==> src/hw/rtl/y2g_pkg.sv <==
// Package: coefficients and arithmetic helpers for the YUY2 to GRBI16 converter.
package y2g_pkg;

  // Width of the product terms and of the scaled terms
  localparam int unsigned PROD_W = 18;
  localparam int unsigned TERM_W = 16;

  typedef logic signed [PROD_W-1:0] prod_t;
  typedef logic signed [TERM_W-1:0] term_t;

  // BT.601 integer coefficients
  localparam prod_t C_TY   = 18'sd298;
  localparam prod_t C_RV   = 18'sd409;
  localparam prod_t C_BU   = 18'sd516;
  localparam prod_t C_GU   = 18'sd100;
  localparam prod_t C_GV   = 18'sd208;
  localparam prod_t C_RND  = 18'sd128;
  localparam prod_t Y_OFS  = 18'sd16;
  localparam prod_t C_OFS  = 18'sd128;

  // Channel limits
  localparam logic [4:0] MAX5 = 5'h1f;
  localparam logic [5:0] MAX6 = 6'h3f;

  // Divide by 8, truncating toward zero
  function automatic term_t div8(input prod_t x);
    prod_t t;
    t = x + (x[PROD_W-1] ? 18'sd7 : 18'sd0);
    div8 = TERM_W'(t >>> 3);
  endfunction

  // Floor shift by 8 and clamp to 0..31
  function automatic logic [4:0] clamp5(input term_t s);
    logic [6:0] v;
    v = s[14:8];
    if (s[TERM_W-1]) clamp5 = 5'd0;
    else if (v > 7'(MAX5)) clamp5 = MAX5;
    else clamp5 = v[4:0];
  endfunction

  // Floor shift by 7 and clamp to 0..63
  function automatic logic [5:0] clamp6(input term_t s);
    logic [7:0] v;
    v = s[14:7];
    if (s[TERM_W-1]) clamp6 = 6'd0;
    else if (v > 8'(MAX6)) clamp6 = MAX6;
    else clamp6 = v[5:0];
  endfunction

endpackage

==> src/hw/rtl/yuy2_to_grbi16_converter.sv <==
// Top level: four-stage pipelined YUY2 macropixel to two GRBI16 pixels converter.
//
//   channel | direction | handshake             | payload
//   in_     | input     | in_valid / in_ready   | luma_a, chroma_blue, luma_b, chroma_red, last_pair
//   out_    | output    | out_valid / out_ready | pixel_a, pixel_b, last_pair_out
//
// One beat per cycle sustained while out_ready is high.
// Stages: coefficient multiply, divide-by-8 and chroma sum, channel sums, clamp and pack.
// Reset clears the stage valid bits only; data registers are not reset.
// A stall stops only the stages that hold valid data behind it, so bubbles are squeezed out.
module yuy2_to_grbi16_converter
  import y2g_pkg::*;
(
  input  logic        clk,
  input  logic        rst_n,
  input  logic        in_valid,
  output logic        in_ready,
  input  logic [7:0]  in_luma_a,
  input  logic [7:0]  in_chroma_blue,
  input  logic [7:0]  in_luma_b,
  input  logic [7:0]  in_chroma_red,
  input  logic        in_last_pair,
  output logic        out_valid,
  input  logic        out_ready,
  output logic [15:0] out_pixel_a,
  output logic [15:0] out_pixel_b,
  output logic        out_last_pair_out
);

  // Stage valid bits
  logic v1_r, v2_r, v3_r, v4_r;
  logic v1_nxt, v2_nxt, v3_nxt, v4_nxt;
  logic en1, en2, en3, en4;

  // Stage 1: products
  prod_t pa_r, pb_r, prv_r, pbu_r, pgu_r, pgv_r;
  prod_t pa_nxt, pb_nxt, prv_nxt, pbu_nxt, pgu_nxt, pgv_nxt;
  logic  l1_r;

  // Stage 2: scaled terms
  term_t tya_r, tyb_r, rv_r, bu_r, guv_r;
  term_t guv_nxt;
  logic  l2_r;

  // Stage 3: channel sums
  term_t ra_r, ba_r, ga_r, rb_r, bb_r, gb_r;
  logic  l3_r;

  // Stage 4: output register
  logic [15:0] pxa_r, pxb_r;
  logic        l4_r;

  // Advance a stage when it is empty or the next one advances
  assign en4 = !v4_r || out_ready;
  assign en3 = !v3_r || en4;
  assign en2 = !v2_r || en3;
  assign en1 = !v1_r || en2;
  assign in_ready = en1;

  assign v1_nxt = en1 ? in_valid : v1_r;
  assign v2_nxt = en2 ? v1_r : v2_r;
  assign v3_nxt = en3 ? v2_r : v3_r;
  assign v4_nxt = en4 ? v3_r : v4_r;

  always_ff @(posedge clk) begin
    if (!rst_n) begin
      v1_r <= 1'b0;
      v2_r <= 1'b0;
      v3_r <= 1'b0;
      v4_r <= 1'b0;
    end else begin
      v1_r <= v1_nxt;
      v2_r <= v2_nxt;
      v3_r <= v3_nxt;
      v4_r <= v4_nxt;
    end
  end

  // Multiply offset samples by their coefficients
  always_comb begin
    pa_nxt  = (PROD_W'({1'b0, in_luma_a}) - Y_OFS) * C_TY + C_RND;
    pb_nxt  = (PROD_W'({1'b0, in_luma_b}) - Y_OFS) * C_TY + C_RND;
    prv_nxt = (PROD_W'({1'b0, in_chroma_red}) - C_OFS) * C_RV;
    pbu_nxt = (PROD_W'({1'b0, in_chroma_blue}) - C_OFS) * C_BU;
    pgu_nxt = (PROD_W'({1'b0, in_chroma_blue}) - C_OFS) * C_GU;
    pgv_nxt = (PROD_W'({1'b0, in_chroma_red}) - C_OFS) * C_GV;
  end

  always_ff @(posedge clk) begin
    if (en1) begin
      pa_r  <= pa_nxt;
      pb_r  <= pb_nxt;
      prv_r <= prv_nxt;
      pbu_r <= pbu_nxt;
      pgu_r <= pgu_nxt;
      pgv_r <= pgv_nxt;
      l1_r  <= in_last_pair;
    end
  end

  // Scale terms by 1/8 and merge the green chroma terms
  assign guv_nxt = div8(pgu_r) + div8(pgv_r);

  always_ff @(posedge clk) begin
    if (en2) begin
      tya_r <= div8(pa_r);
      tyb_r <= div8(pb_r);
      rv_r  <= div8(prv_r);
      bu_r  <= div8(pbu_r);
      guv_r <= guv_nxt;
      l2_r  <= l1_r;
    end
  end

  // Form channel sums for both pixels
  always_ff @(posedge clk) begin
    if (en3) begin
      ra_r <= tya_r + rv_r;
      ba_r <= tya_r + bu_r;
      ga_r <= tya_r - guv_r;
      rb_r <= tyb_r + rv_r;
      bb_r <= tyb_r + bu_r;
      gb_r <= tyb_r - guv_r;
      l3_r <= l2_r;
    end
  end

  // Clamp and pack green, red, blue
  always_ff @(posedge clk) begin
    if (en4) begin
      pxa_r <= {clamp5(ga_r), clamp5(ra_r), clamp6(ba_r)};
      pxb_r <= {clamp5(gb_r), clamp5(rb_r), clamp6(bb_r)};
      l4_r  <= l3_r;
    end
  end

  assign out_valid         = v4_r;
  assign out_pixel_a       = pxa_r;
  assign out_pixel_b       = pxb_r;
  assign out_last_pair_out = l4_r;

  // A full, stalled pipeline takes no beat
  a_full_stall: assert property (@(posedge clk) disable iff (!rst_n)
    (v1_r && v2_r && v3_r && v4_r && !out_ready) |-> !in_ready)
    else $error("beat accepted into a full stalled pipeline");

  // Occupancy tracks accepted and delivered beats
  a_occupancy: assert property (@(posedge clk) disable iff (!rst_n)
    $past(rst_n) |-> (3'($countones({v1_r, v2_r, v3_r, v4_r})) ==
      3'($countones($past({v1_r, v2_r, v3_r, v4_r})))
      + 3'($past(in_valid && in_ready)) - 3'($past(out_valid && out_ready))))
    else $error("pipeline lost or duplicated a beat");

  // Data in stage 3 reaches the output when the output frees up
  a_drain: assert property (@(posedge clk) disable iff (!rst_n)
    (v3_r && (!out_valid || out_ready)) |=> out_valid)
    else $error("stage 3 beat did not advance to the output");

endmodule
==> config.mk <==
export PLATFORM = sky130hd
export DESIGN_NAME = yuy2_to_grbi16_converter
export DESIGN_NICKNAME = d
export VERILOG_FILES = /design/src/hw/rtl/y2g_pkg.sv /design/src/hw/rtl/yuy2_to_grbi16_converter.sv
export SDC_FILE = /design/constraint.sdc
export NUM_CORES = 1
export LEC_CHECK = 0
export BUFFER_PORTS_ARGS = -buffer_cell sky130_fd_sc_hd__buf_2
export CAP_MARGIN = 20
export CORE_MARGIN = 5
export CORE_UTILIZATION = 65
export DETAILED_ROUTE_END_ITERATION = 12
export PLACE_DENSITY = 0.79
export SYNTH_ARGS = -nofsm -noshare
export SYNTH_HDL_FRONTEND = slang
export SYNTH_SLANG_ARGS = --single-unit
export TNS_END_PERCENT = 30
==> constraint.sdc <==
create_clock -name clk -period 9.7 [get_ports clk]
set_input_delay 1.455 -clock clk [delete_from_list [all_inputs] [get_ports clk]]
set_output_delay 1.455 -clock clk [all_outputs]
set_load 0.01 [all_outputs]
==> results.py <==
metrics = {
    "run_status": {
        "outcome": "finished clean",
    },
    "clock_tree": {
        "hold_buffers": 0,
        "clk_latency_ns": 0.54,
        "postCtsSetupRepairBufs": 0,
        "htreeDepth": 1,
        "cts_sinks": 259,
        "clock_path_buffers": 3,
        "clk_pin_slew_ns": 0.06,
        "clock-root-buffer": "clkbuf_16",
        "numCtsBuffers": 28,
        "cts_tree": "done",
        "ctsResizeCount": 0,
    },
    "grt": {
        "grt_max_degree": 81,
        "antenna_found_initial": 0,
        "grt.met1_usage_pct": 28.8,
        "use_met2_pct": 36.9,
        "gr-max-usage-layer": "met2",
        "grt_pass1_wl_um": 54800,
        "grt-ovfl-total": 0,
        "grt_pass1_vias": 11510,
        "grtUsageTotal_pct": 21.3,
        "grt_use_met3_pct": 2.32,
    },
    "flow_run": {
        "drv_cap": 0,
    },
    "power_and_ir_drop": {
        "ir_worst_vdd_mv": 0.174,
        "seqPwrFrac_pct": 37.2,
        "intPower_mw": 3.79,
        "power.density_nw_per_um2": 301,
        "p_sw_share_pct": 37.4,
        "leakagePower_nw": 9.10,
        "p_comb_share_pct": 45.4,
        "p_total_mw": 6.05,
        "p_sw_mw": 2.26,
        "power_frac_clock_pct": 17.3,
    },
    "placed_design": {
        "place_ws_ns": 2.96,
        "place_congestion": 0.900,
        "dp_hpwl_um": 26400,
        "portBuffers": 71,
        "place_area_sq_um": 19100,
    },
    "synthesis": {
        "ys_async_sr_fraction_pct": 0,
        "synth_largest_area_cell": "edfxtp_1",
        "synth_top_area_share_pct": 41.8,
        "syn_area_sq_um": 18300,
        "avgSynthCellArea_sq_um": 11.4,
        "yosys.cell_count.top_type": "ha_1",
        "synth_ff_type": "edfxtp_1",
        "ys_ff_latch": 259,
        "syn_nets": 1990,
        "syn_inst": 1604,
        "ys_top_cells_by_area": "edfxtp_1 42%, ha_1 20%, fa_1 6.9%",
        "synth-edff-count": 255,
        "synth_cell_type_count": 55,
        "synth_common_cells": "286 x ha_1, 255 x edfxtp_1, 203 x inv_1, 126 x xnor2_1, 123 x nor2_1",
        "yosysSeqAreaShare_pct": 42.3,
        "synth-warning-count": 0,
    },
    "cells_and_area": {
        "fin_util_pct": 72.3,
        "area_delta_synth_final_pct": 9.80,
        "nFillCells": 1956,
        "drive_above_1_share_pct": 7.36,
        "stdcell_area_sq_um": 20100,
        "n_antenna_cell": 0,
        "finalNetCount": 2090,
    },
    "sta": {
        "period_needed_ns": 6.20,
        "slew_headroom_pct": 27.7,
        "worst_pin_slew_ns": 1.08,
        "setup_ws_ns": 3.50,
        "fin_setup_tns_ns": 0,
        "rsz0062_at_grt": "no",
        "report.final.slew_viol_count": 0,
        "post-route-period-util_pct": 63.9,
        "fmax_mhz": 161,
        "skew_ns": 0.0190,
        "setup_violations": 0,
        "hold_viol": 0,
    },
    "setup_path": {
        "crit_start": "in_luma_b[4]",
        "required_ns": 9.97,
        "worstPathArrival_ns": 6.47,
        "criticalPathCategory": "in2reg",
        "cp-end-kind": "flop",
        "r2r_slack_ns": 6.14,
        "start_kind": "input port",
        "path_max_fanout": 8,
        "r2r-start": "pgu_r[17]",
    },
    "route": {
        "viasPerCell": 5.50,
        "detail-route-antenna-nets": 0,
        "vias": 11559,
        "dr.first_iter.drc_count": 685,
        "drc": 0,
        "firstDrtPassIters": 5,
        "wl_per_cell_um": 15.7,
        "wirelength_um": 33100,
    },
    "floorplanning": {
        "core-area_sq_um": 27800,
        "die_h_um": 178,
        "dieWidth_um": 178,
        "io_pins": 72,
        "start_util_pct": 65.9,
        "fp-row-count": 61,
        "die_area_sq_um": 31600,
    },
    "worst_hold_path": {
        "hp-class": "reg2reg",
        "holdCritStartpoint": "l2_r",
    },
}
[registers in the layout, indices dropped and copies added, names as in the netlist, 12 cells and up]
signal       cells
out_pixel_a     16
pbu_r           13
guv_r           16
pa_r            17
prv_r           18
out_pixel_b     16
pgu_r           16
tya_r           15
bu_r            15
pgv_r           12
tyb_r           15
rv_r            15
pb_r            17
[placed cells by master, fill, tap and decap left out, types with 7 or more instances in the layout]
cell	count
and3_1	11
a21o_1	29
edfxtp_1	255
and4_1	8
inv_1	202
xor2_1	66
nand2b_1	8
and2_1	7
ha_1	286
buf_2	71
o21ai_0	30
a21oi_1	79
nor2b_1	24
nor3_1	46
o21bai_1	15
clkbuf_16	29
nand2_1	55
o21a_1	22
o2111ai_1	7
nand3_1	46
nor2_1	123
fa_1	63
clkbuf_1	7
xnor2_1	126
a31oi_1	9
nand4_1	13
[path summary, 6_finish.rpt]
kind                                  end  cells after the start
worst min-delay path                 l3_r                      0
worst max register to register  guv_r[15]                     13
worst min register to register       l3_r                      0
worst max-delay path             pb_r[14]                     18
[area by class of cell]
cell class / instances / area (sq um) / area share, %
multi-input cells: 1137 / 9790 / 48.7
flip-flops and latches: 259 / 7740 / 38.5
inverters: 203 / 762 / 3.79
clock buffers: 36 / 752 / 3.74
well taps: 378 / 473 / 2.35
repair buffers: 75 / 418 / 2.08
clock inverters: 15 / 160 / 0.797
[power by group through the flow]
stage	logic, mW	clock network, mW	registers [mW]
2_1_floorplan	2.12	0	2.17
3_3_place_gp	2.61	0	2.25
3_5_place_dp	2.72	0	2.27
4_1_cts	2.75	1.07	2.25
5_1_grt	3.12	1.12	2.29
6_report	2.75	1.05	2.25
[layer usage]
layer / wire, um / vias to the layer above
met4: 775 / 0
li1: - / 5869
met2: 16200 / 190
met1: 15100 / 5435
met5: 0 / -
met3: 1080 / 65
[cells by family after synthesis]
kind of cell / Yosys count / synth area share (%)
buf+inv: 208 / 4.27
xor+xnor: 193 / 9.28
simple gates: 359 / 9.45
fa+ha+maj: 349 / 26.4
flops: 259 / 42.3
mux: 1 / 0.0547
compound gates: 235 / 8.23
[worst max-delay path, stage by stage]
cell	delay, ns
buf_2	0.11
inv_1	0.16
ha_1	0.23
nor3b_1	0.89
ha_1	0.40
ha_1	0.30
fa_1	0.54
inv_1	0.05
fa_1	0.52
inv_1	0.04
ha_1	0.21
or3_1	0.41
a21o_1	0.17
a31oi_1	0.18
xor2_1	0.17
nor4_4	0.28
mux2i_1	0.27
xnor2_1	0.09
[per-stage QoR]
stage               std cells  hold slack [ns]
detailed placement       2050            0.410
CTS                      2101            0.424
global placement         2050            0.404
floorplan                1604            0.400
finish                   2103            0.421
global route             2103            0.439
(Power assumes the default switching activity.)
